### src/rtl/wks_pkg.sv
// Shared types and constants for the weighted key selector with health tracking.
// Used by wks_ctrl, wks_datapath and the top level; depends on nothing.
`default_nettype none

package wks_pkg;

  // running weight: 13-bit two's complement, saturating
  localparam int RW_W = 13;
  // sum of healthy weights: at most 8 * 255
  localparam int TOTAL_W = 12;
  localparam int CFG_IDX_W = 2;
  localparam int CFG_DATA_W = 64;

  localparam logic signed [RW_W-1:0] RW_MAX = {1'b0, {(RW_W-1){1'b1}}};
  localparam logic signed [RW_W-1:0] RW_MIN = {1'b1, {(RW_W-1){1'b0}}};

  typedef enum logic [1:0] {
    FUNC_PICK    = 2'd0,
    FUNC_SUCCESS = 2'd1,
    FUNC_FAILURE = 2'd2,
    FUNC_TICK    = 2'd3
  } func_t;

  typedef enum logic [CFG_IDX_W-1:0] {
    CFG_WEIGHT_TABLE   = 2'd0,
    CFG_TARGETS_IN_USE = 2'd1,
    CFG_FAILURE_LIMIT  = 2'd2,
    CFG_COOLDOWN_TICKS = 2'd3
  } cfg_idx_t;

  typedef enum logic [2:0] {
    ST_IDLE,
    ST_SCAN,
    ST_ADJUST,
    ST_APPLY,
    ST_FINISH
  } state_t;

  typedef struct packed {
    logic latch;   // take the accepted item
    logic scan;    // visit one target of a pick
    logic adjust;  // subtract the total from the winner
    logic apply;   // report or tick update
    logic finish;  // load the result register
  } cmd_t;

  typedef struct packed {
    logic in_pick;    // item on the input is a pick
    logic scan_last;  // scan sits on the last target
    logic out_free;   // result register can take a new item
  } status_t;

  function automatic logic signed [RW_W-1:0] sat_rw(input logic signed [RW_W:0] v);
    logic signed [RW_W:0] hi;
    logic signed [RW_W:0] lo;
    hi = {RW_MAX[RW_W-1], RW_MAX};
    lo = {RW_MIN[RW_W-1], RW_MIN};
    if (v > hi) begin
      return RW_MAX;
    end else if (v < lo) begin
      return RW_MIN;
    end else begin
      return $signed(v[RW_W-1:0]);
    end
  endfunction

endpackage

`default_nettype wire

### src/rtl/wks_ctrl.sv
// Controller state machine of the weighted key selector.
// Drives datapath commands from datapath status; uses wks_pkg.
`default_nettype none

module wks_ctrl
  import wks_pkg::*;
(
  input  wire logic    clk,
  input  wire logic    rst,
  input  wire logic    s_axis_tvalid,
  output logic         s_axis_tready,
  input  wire status_t status,
  output cmd_t         cmd
);

  state_t state;
  state_t state_next;

  always_ff @(posedge clk) begin
    if (rst) begin
      state <= ST_IDLE;
    end else begin
      state <= state_next;
    end
  end

  always_comb begin
    state_next = state;
    case (state)
      ST_IDLE: begin
        if (s_axis_tvalid) begin
          state_next = status.in_pick ? ST_SCAN : ST_APPLY;
        end
      end
      ST_SCAN: begin
        if (status.scan_last) begin
          state_next = ST_ADJUST;
        end
      end
      ST_ADJUST: state_next = ST_FINISH;
      ST_APPLY:  state_next = ST_FINISH;
      ST_FINISH: begin
        if (status.out_free) begin
          state_next = ST_IDLE;
        end
      end
      default: state_next = ST_IDLE;
    endcase
  end

  always_comb begin
    s_axis_tready = (state == ST_IDLE);
    cmd.latch     = (state == ST_IDLE) && s_axis_tvalid;
    cmd.scan      = (state == ST_SCAN);
    cmd.adjust    = (state == ST_ADJUST);
    cmd.apply     = (state == ST_APPLY);
    cmd.finish    = (state == ST_FINISH) && status.out_free;
  end

`ifndef NO_ASSERTIONS
  a_scan_to_adjust: assert property (@(posedge clk) disable iff (rst)
    (state == ST_SCAN && status.scan_last) |=> (state == ST_ADJUST))
    else $error("scan did not end in the adjust step");
  a_finish_holds: assert property (@(posedge clk) disable iff (rst)
    (state == ST_FINISH && !status.out_free) |=> (state == ST_FINISH && !s_axis_tready))
    else $error("result dropped while the output was stalled");
`endif

endmodule

`default_nettype wire

### src/rtl/wks_datapath.sv
// Datapath of the weighted key selector: configuration, per-target state,
// one-target-per-cycle scan and the result register. Uses wks_pkg.
`default_nettype none

module wks_datapath
  import wks_pkg::*;
#(
  parameter int NUM_TARGETS   = 8,
  parameter int WEIGHT_BITS   = 8,
  parameter int COOLDOWN_BITS = 16
) (
  input  wire logic                  clk,
  input  wire logic                  rst,
  input  wire logic                  cfg_we,
  input  wire logic [CFG_IDX_W-1:0]  cfg_index,
  input  wire logic [CFG_DATA_W-1:0] cfg_data,
  input  wire logic [7:0]            s_axis_tdata,
  output logic                       m_axis_tvalid,
  input  wire logic                  m_axis_tready,
  output logic [7:0]                 m_axis_tdata,
  input  wire cmd_t                  cmd,
  output status_t                    status
);

  localparam int IDX_W = (NUM_TARGETS > 1) ? $clog2(NUM_TARGETS) : 1;
  localparam int CD_COPY = (COOLDOWN_BITS < 16) ? COOLDOWN_BITS : 16;
  localparam logic [7:0] WMASK = 8'((16'd1 << WEIGHT_BITS) - 16'd1);
  localparam logic [IDX_W-1:0] LAST_IDX = IDX_W'(NUM_TARGETS - 1);

  // configuration
  logic [63:0] weight_table;
  logic [3:0]  targets_in_use;
  logic [7:0]  failure_limit;
  logic [15:0] cooldown_ticks;

  // per-target state
  logic signed [RW_W-1:0]  running_weight [NUM_TARGETS];
  logic                    healthy_flag   [NUM_TARGETS];
  logic [7:0]              failure_count  [NUM_TARGETS];
  logic [COOLDOWN_BITS-1:0] cooldown_left [NUM_TARGETS];

  // item registers
  func_t                  func_q;
  logic [2:0]             id_q;
  logic [IDX_W-1:0]       scan_idx;
  logic [TOTAL_W-1:0]     total;
  logic                   found;
  logic [IDX_W-1:0]       best_idx;
  logic signed [RW_W-1:0] best_val;
  logic [2:0]             picked_q;
  logic                   none_q;
  logic [3:0]             count_q;

  logic [3:0]               n_used;
  logic [IDX_W-1:0]         addr;
  logic                     addr_in_use;
  logic                     id_in_use;
  logic signed [RW_W-1:0]   rw_a;
  logic                     h_a;
  logic [7:0]               fc_a;
  logic [COOLDOWN_BITS-1:0] cd_a;
  logic [7:0]               w_raw;
  logic [7:0]               w;
  logic                     revive;
  logic signed [RW_W-1:0]   rw_base;
  logic signed [RW_W-1:0]   rw_sum;
  logic signed [RW_W-1:0]   rw_sub;
  logic [7:0]               fc_inc;
  logic [COOLDOWN_BITS-1:0] cd_load;
  logic [3:0]               healthy_cnt;

  logic                     rw_we;
  logic signed [RW_W-1:0]   rw_wdata;
  logic                     h_we;
  logic                     h_wdata;
  logic                     fc_we;
  logic [7:0]               fc_wdata;
  logic                     cd_we;
  logic                     tick_all;

  // configuration writes
  always_ff @(posedge clk) begin
    if (rst) begin
      weight_table   <= '0;
      targets_in_use <= 4'd8;
      failure_limit  <= 8'd3;
      cooldown_ticks <= 16'd60;
    end else if (cfg_we) begin
      case (cfg_idx_t'(cfg_index))
        CFG_WEIGHT_TABLE:   weight_table   <= cfg_data;
        CFG_TARGETS_IN_USE: targets_in_use <= cfg_data[3:0];
        CFG_FAILURE_LIMIT:  failure_limit  <= cfg_data[7:0];
        CFG_COOLDOWN_TICKS: cooldown_ticks <= cfg_data[15:0];
        default: ;
      endcase
    end
  end

  always_comb begin
    n_used = (targets_in_use > 4'(NUM_TARGETS)) ? 4'(NUM_TARGETS) : targets_in_use;
    cd_load = '0;
    cd_load[CD_COPY-1:0] = cooldown_ticks[CD_COPY-1:0];
  end

  // one shared read address: scan position, winner, or reported target
  always_comb begin
    if (cmd.adjust) begin
      addr = best_idx;
    end else if (cmd.apply) begin
      addr = id_q[IDX_W-1:0];
    end else begin
      addr = scan_idx;
    end
    addr_in_use = (4'(addr) < n_used);
    id_in_use   = ({1'b0, id_q} < n_used);
    rw_a = running_weight[addr];
    h_a  = healthy_flag[addr];
    fc_a = failure_count[addr];
    cd_a = cooldown_left[addr];
    w_raw = weight_table[{addr, 3'b000} +: 8] & WMASK;
    w     = (w_raw == 8'd0) ? 8'd1 : w_raw;
    revive  = addr_in_use && !h_a && (cd_a == '0);
    rw_base = revive ? '0 : rw_a;
    rw_sum  = sat_rw($signed({rw_base[RW_W-1], rw_base}) + $signed({6'd0, w}));
    rw_sub  = sat_rw($signed({rw_a[RW_W-1], rw_a}) - $signed({2'd0, total}));
    fc_inc  = (fc_a == 8'hFF) ? fc_a : fc_a + 8'd1;
  end

  always_comb begin
    rw_we    = 1'b0;
    rw_wdata = rw_sum;
    h_we     = 1'b0;
    h_wdata  = 1'b1;
    fc_we    = 1'b0;
    fc_wdata = 8'd0;
    cd_we    = 1'b0;
    tick_all = 1'b0;
    if (cmd.scan) begin
      rw_we = addr_in_use && (h_a || revive);
      h_we  = revive;
      fc_we = revive;
    end else if (cmd.adjust) begin
      rw_we    = found;
      rw_wdata = rw_sub;
    end else if (cmd.apply) begin
      case (func_q)
        FUNC_SUCCESS: begin
          h_we  = id_in_use;
          fc_we = id_in_use;
        end
        FUNC_FAILURE: begin
          fc_we    = id_in_use;
          fc_wdata = fc_inc;
          // mark unhealthy and restart the cooldown at the limit
          h_we     = id_in_use && (fc_inc >= failure_limit);
          h_wdata  = 1'b0;
          cd_we    = id_in_use && (fc_inc >= failure_limit);
        end
        FUNC_TICK: tick_all = 1'b1;
        default: ;
      endcase
    end
  end

  always_ff @(posedge clk) begin
    if (rst) begin
      for (int i = 0; i < NUM_TARGETS; i++) begin
        running_weight[i] <= '0;
        healthy_flag[i]   <= 1'b1;
        failure_count[i]  <= '0;
        cooldown_left[i]  <= '0;
      end
    end else begin
      if (rw_we) running_weight[addr] <= rw_wdata;
      if (h_we)  healthy_flag[addr]   <= h_wdata;
      if (fc_we) failure_count[addr]  <= fc_wdata;
      if (cd_we) cooldown_left[addr]  <= cd_load;
      if (tick_all) begin
        for (int i = 0; i < NUM_TARGETS; i++) begin
          if (cooldown_left[i] != '0) begin
            cooldown_left[i] <= cooldown_left[i] - COOLDOWN_BITS'(1);
          end
        end
      end
    end
  end

  // scan bookkeeping
  always_ff @(posedge clk) begin
    if (cmd.latch) begin
      func_q   <= func_t'(s_axis_tdata[1:0]);
      id_q     <= s_axis_tdata[4:2];
      scan_idx <= '0;
      total    <= '0;
      found    <= 1'b0;
      best_idx <= '0;
      best_val <= '0;
    end else if (cmd.scan) begin
      if (scan_idx != LAST_IDX) begin
        scan_idx <= scan_idx + IDX_W'(1);
      end
      if (addr_in_use && (h_a || revive)) begin
        total <= total + TOTAL_W'(w);
        if (!found || (rw_sum > best_val)) begin
          found    <= 1'b1;
          best_idx <= addr;
          best_val <= rw_sum;
        end
      end
    end
  end

  always_comb begin
    healthy_cnt = '0;
    for (int i = 0; i < NUM_TARGETS; i++) begin
      if (healthy_flag[i] && (4'(i) < n_used)) begin
        healthy_cnt = healthy_cnt + 4'd1;
      end
    end
  end

  // result register
  always_ff @(posedge clk) begin
    if (rst) begin
      m_axis_tvalid <= 1'b0;
    end else if (cmd.finish) begin
      m_axis_tvalid <= 1'b1;
    end else if (m_axis_tready) begin
      m_axis_tvalid <= 1'b0;
    end
  end

  always_ff @(posedge clk) begin
    if (cmd.finish) begin
      picked_q <= (func_q == FUNC_PICK && found) ? 3'(best_idx) : 3'd0;
      none_q   <= (func_q == FUNC_PICK) && !found;
      count_q  <= healthy_cnt;
    end
  end

  assign m_axis_tdata = {count_q, none_q, picked_q};

  always_comb begin
    status.in_pick   = (func_t'(s_axis_tdata[1:0]) == FUNC_PICK);
    status.scan_last = (scan_idx == LAST_IDX);
    status.out_free  = !m_axis_tvalid || m_axis_tready;
  end

`ifndef NO_ASSERTIONS
  a_none_means_no_healthy: assert property (@(posedge clk) disable iff (rst)
    (cmd.finish && func_q == FUNC_PICK && !found) |=> (count_q == 4'd0 && none_q))
    else $error("pick found nothing while targets were healthy");
  a_winner_in_use: assert property (@(posedge clk) disable iff (rst)
    (cmd.adjust && found) |-> (4'(best_idx) < n_used))
    else $error("winner lies outside the targets in use");
`endif

endmodule

`default_nettype wire

### src/rtl/weighted_key_selector_with_health.sv
// Weighted key selector with health tracking: top level.
// Instantiates wks_ctrl and wks_datapath; uses wks_pkg.
//
// Input items (s_axis_*) carry a function code and a target index: pick the
// next target by smooth weighted round-robin, report success, report failure,
// or a time tick. Every item yields one result item on m_axis_*: the picked
// target, a none-available flag and the count of healthy targets in use.
// The user writes configuration via cfg_we/cfg_index/cfg_data only while idle; not enforced.
//
// A pick visits one target per cycle through the shared scan datapath, then
// subtracts the total from the winner in the adjust step before the finish step
// loads the result register. Reports and ticks pass through the apply step before
// the finish step. A new item is accepted only in idle, after the previous item
// has left the finish step. The result register lets the next item be accepted
// while a result waits; if the receiver stalls, the following item holds before
// its result until the register frees. Reset restores the configuration defaults,
// marks all targets healthy and clears weights, failures and cooldowns.
`default_nettype none

module weighted_key_selector_with_health
  import wks_pkg::*;
#(
  parameter int NUM_TARGETS   = 8,
  parameter int WEIGHT_BITS   = 8,
  parameter int COOLDOWN_BITS = 16
) (
  input  wire logic                  clk,
  input  wire logic                  rst,
  input  wire logic                  cfg_we,
  input  wire logic [CFG_IDX_W-1:0]  cfg_index,
  input  wire logic [CFG_DATA_W-1:0] cfg_data,
  input  wire logic                  s_axis_tvalid,
  output logic                       s_axis_tready,
  input  wire logic [7:0]            s_axis_tdata,  // func[1:0], target_id[4:2], zero[7:5]
  output logic                       m_axis_tvalid,
  input  wire logic                  m_axis_tready,
  output logic [7:0]                 m_axis_tdata   // picked_target[2:0], none_available[3],
                                                    // healthy_total[7:4]
);

  cmd_t    cmd;
  status_t status;

  wks_ctrl u_ctrl (
    .clk           (clk),
    .rst           (rst),
    .s_axis_tvalid (s_axis_tvalid),
    .s_axis_tready (s_axis_tready),
    .status        (status),
    .cmd           (cmd)
  );

  wks_datapath #(
    .NUM_TARGETS   (NUM_TARGETS),
    .WEIGHT_BITS   (WEIGHT_BITS),
    .COOLDOWN_BITS (COOLDOWN_BITS)
  ) u_datapath (
    .clk           (clk),
    .rst           (rst),
    .cfg_we        (cfg_we),
    .cfg_index     (cfg_index),
    .cfg_data      (cfg_data),
    .s_axis_tdata  (s_axis_tdata),
    .m_axis_tvalid (m_axis_tvalid),
    .m_axis_tready (m_axis_tready),
    .m_axis_tdata  (m_axis_tdata),
    .cmd           (cmd),
    .status        (status)
  );

endmodule

`default_nettype wire

### config.mk
export PLATFORM = sky130hd
export DESIGN_NAME = weighted_key_selector_with_health
export DESIGN_NICKNAME = d
export VERILOG_FILES = /design/src/rtl/wks_pkg.sv /design/src/rtl/wks_ctrl.sv /design/src/rtl/wks_datapath.sv /design/src/rtl/weighted_key_selector_with_health.sv
export SDC_FILE = /design/constraint.sdc
export NUM_CORES = 1
export LEC_CHECK = 0
export BUFFER_PORTS_ARGS = -buffer_cell sky130_fd_sc_hd__buf_2
export CORE_MARGIN = 2
export CORE_UTILIZATION = 52
export CTS_CLUSTER_DIAMETER = 80
export CTS_CLUSTER_SIZE = 25
export DETAILED_ROUTE_END_ITERATION = 8
export HOLD_SLACK_MARGIN = 0.05
export PLACE_DENSITY = 0.74
export SLEW_MARGIN = 20
export SYNTH_ARGS = -nofsm -noshare
export SYNTH_HDL_FRONTEND = slang
export SYNTH_SLANG_ARGS = --single-unit
### constraint.sdc
create_clock -name clk -period 10.4 [get_ports clk]
set_input_delay 3.12 -clock clk [delete_from_list [all_inputs] [get_ports clk]]
set_output_delay 3.12 -clock clk [all_outputs]
set_load 0.01 [all_outputs]
==> run summary <==
Synth Cell Area - 0.0255 mm²
RSZ-0062 raised after global routing - no
Status - finished clean
Slowest CP cell - or2_0
H-tree levels - 1
Final Skew - 0.0323 ns
Cell Rows - 81
Post-synthesis sequential area ratio - 47.0%
# Post-CTS Setup Buffers - 0
Largest net degree at the start of global routing - 66
Routed WL - 73500 µm
Crit path DAT - 9.68 ns
P per Cell Area - 230 mW/mm²
Worst-Margin Slew - 1.12 ns
# IOs - 89
CTS-repair resized insts - 0
Most frequent cells in the layout - nand2_1 (456), edfxtp_1 (309), a21oi_1 (149)
Setup crit start - u_ctrl.state[1]$_SDFFE_PP0P_
Global-route wire length before repair - 114000 µm
Die X - 226 µm
Share of layout cells above drive strength 1 - 10.7%
Synth Flop Type - edfxtp_1
HP Class - reg -> reg
Via Count - 20948
Buffers on Ports - 85
CP startpoint kind - register
Clk pin slew, worst setup/hold paths - 0.10 ns
Chip height - 226 µm
Clock sink count - 445
Initial Util - 52.4%
Critical Path Sink Type - register
Leak - 0.00952 µW
Final HPWL DP - 49700 µm
Ys async rst share - 0%
Vias per Instance - 6.32
Critical path class - reg -> reg
Full die area - 0.0509 mm²
Total of max-cap violations - 0
Tmin final - 9.22 ns
1st-iter DRT viols - 1870
Area Growth Syn to Fin - 6.46%
Crit Path Max Fanout - 39
Final Cycle Share - 88.7%
Peak VDD IR - 0.296 mV
Max Root-Sink Buffers - 3
Slew HR - 24.4%
Clock Latency Late Sink - 0.60 ns
Final hold violations - 0
Diodes inserted - 0
CP delay by family, top - simple AND/OR/NAND/NOR gates
Post-route ant nets - 0
GPL Wtd Cong - 0.910
Most common cell after layout, fill and taps aside - nand2_1
Core Area - 0.0487 mm²
Synth area leaders - edfxtp_1 (36%), dfxtp_1 (11%), nand2_1 (6.7%)
CTS buffer count - 24
Avg Inst Size Synth - 9.64 µm²
Gr usage total - 28.6%
Synth Net Count - 2812
Achievable Freq - 0.108 GHz
Total gr overflow - 0
Number of enable flip-flop cells after synthesis - 309
TNS Setup - 0 ns
Worst Path Required - 10.85 ns
Area leader, netlist - edfxtp_1
Nets - 2797
# DRC - 0
CP bufs+invs - 3
Hold Startpoint - u_datapath.weight_table[22]$_SDFFE_PP0P_
Hold-fix buffers, CTS - 0
DRT Pass-1 Iters - 7
Final Max Slew Viols - 0
Reg2Reg Launch Point - u_ctrl.state[1]$_SDFFE_PP0P_
Crit-path max cell delay - 0.77 ns
Wire length per cell - 22.2 µm
FF+latch count, synth - 445
# setup viols final - 0
Count of cell types in the netlist - 104
CTS tree - done
Slack of the worst reg-to-reg path - 1.18 ns
Post-Syn Instances - 2649
Vias in the first global route - 20308
CTS Root Buffer Type - clkbuf_16
Yosys top cell area share - 36.3%
Placed cell count - 3272
Antenna violations before repair - 0
Final Non-Filler Cells - 3316
Yosys warnings - 0
-- layout make-up --
cell class,instances,area (µm²)
fillers,4223,21600
multi-input cells,1953,12500
flip-flops and latches,445,12000
well taps,664,831
repair buffers,132,793
clock buffers,35,684
inverters,78,293
clock inverters,9,109
-- path summary, 6_finish.rpt --
| check | endpoint | cells past startpoint |
|---|---|---|
| max | u_datapath.best_val[7]$_SDFFE_PP0P_ | 31 |
| min | u_datapath.weight_table[22]$_SDFFE_PP0P_ | 2 |
| max reg2reg | u_datapath.best_val[7]$_SDFFE_PP0P_ | 31 |
| min reg2reg | u_datapath.weight_table[22]$_SDFFE_PP0P_ | 2 |
-- registers in the layout (all words and copies together) (netlist names) --
name                       flops
u_datapath.scan_idx            3
u_datapath.weight_table       64
u_datapath.best_idx            3
u_datapath.best_val           13
u_ctrl.state                   3
u_datapath.found               1
u_datapath.failure_limit       8
u_datapath.none_q              1
u_datapath.cooldown_left     128
u_datapath.count_q             4
u_datapath.id_q                3
u_datapath.picked_q            3
u_datapath.running_weight    104
u_datapath.func_q              2
u_datapath.targets_in_use      4
u_datapath.failure_count      64
u_datapath.healthy_flag        8
u_datapath.cd_load            16
u_datapath.total              12
u_datapath.m_axis_tvalid       1
-- kinds of logic (layout without fill, tap and decap cells) --
family	Yosys count	in the layout	share of synthesized area (%)
AND/OR/NAND/NOR	1071	1071	20.0
AO/OA/AOI/OAI	590	590	15.9
flip-flops	445	445	47.0
buffers and inverters	251	254	4.37
XOR/XNOR	140	140	4.83
adder cells (fa/ha/maj)	84	84	4.21
multiplexers	68	68	3.64
-- metrics by stage --
stage / cell area (µm²) / utilization, % / hold slack, ns / power [µW] / setup slack, ns
2_1_floorplan: 25500 / - / 0.433 / 4290 / 2.63
3_3_place_gp: 26400 / 54.1 / 0.442 / 5030 / 1.55
3_5_place_dp: 26400 / 54.1 / 0.445 / 5100 / 1.37
4_1_cts: 27200 / 55.7 / 0.458 / 6200 / 1.34
5_1_grt: 27200 / 55.8 / 0.477 / 6590 / 0.580
6_report: 27200 / 55.8 / 0.460 / 6250 / 1.18
-- tightest hold or removal path, delay by kind of cell, from the launching register on --
kind | cells | cell delay [ns]
AOI/OAI and AO/OA | 1 | 0.05
and+or+nand+nor | 1 | 0.05
DFF | 1 | 0.32
-- layer usage --
layer	track usage [%]	share of wire [%]	vias up
met2	48.7	48	899
li1	-	-	9708
met5	0	0	-
met1	37.1	40	10145
met4	11.6	4.4	0
met3	3.45	7.3	196
-- cell usage after synthesis, types with 76 or more instances --
cell	count
dfxtp_1	136
a21oi_1	149
o21ai_0	77
nor3_1	127
clkbuf_1	99
nor2_1	153
inv_1	76
o31ai_1	111
xnor2_1	93
edfxtp_1	309
nand2_1	456
ha_1	81
-- power breakdown --
group | switching, µW | leakage [µW] | internal, µW | total (µW)
Sequential | 103 | 0.00428 | 2030 | 2140
Clock | 621 | 0.000389 | 493 | 1110
Combinational | 1990 | 0.00485 | 1010 | 3000
(Power assumes the default switching activity.)
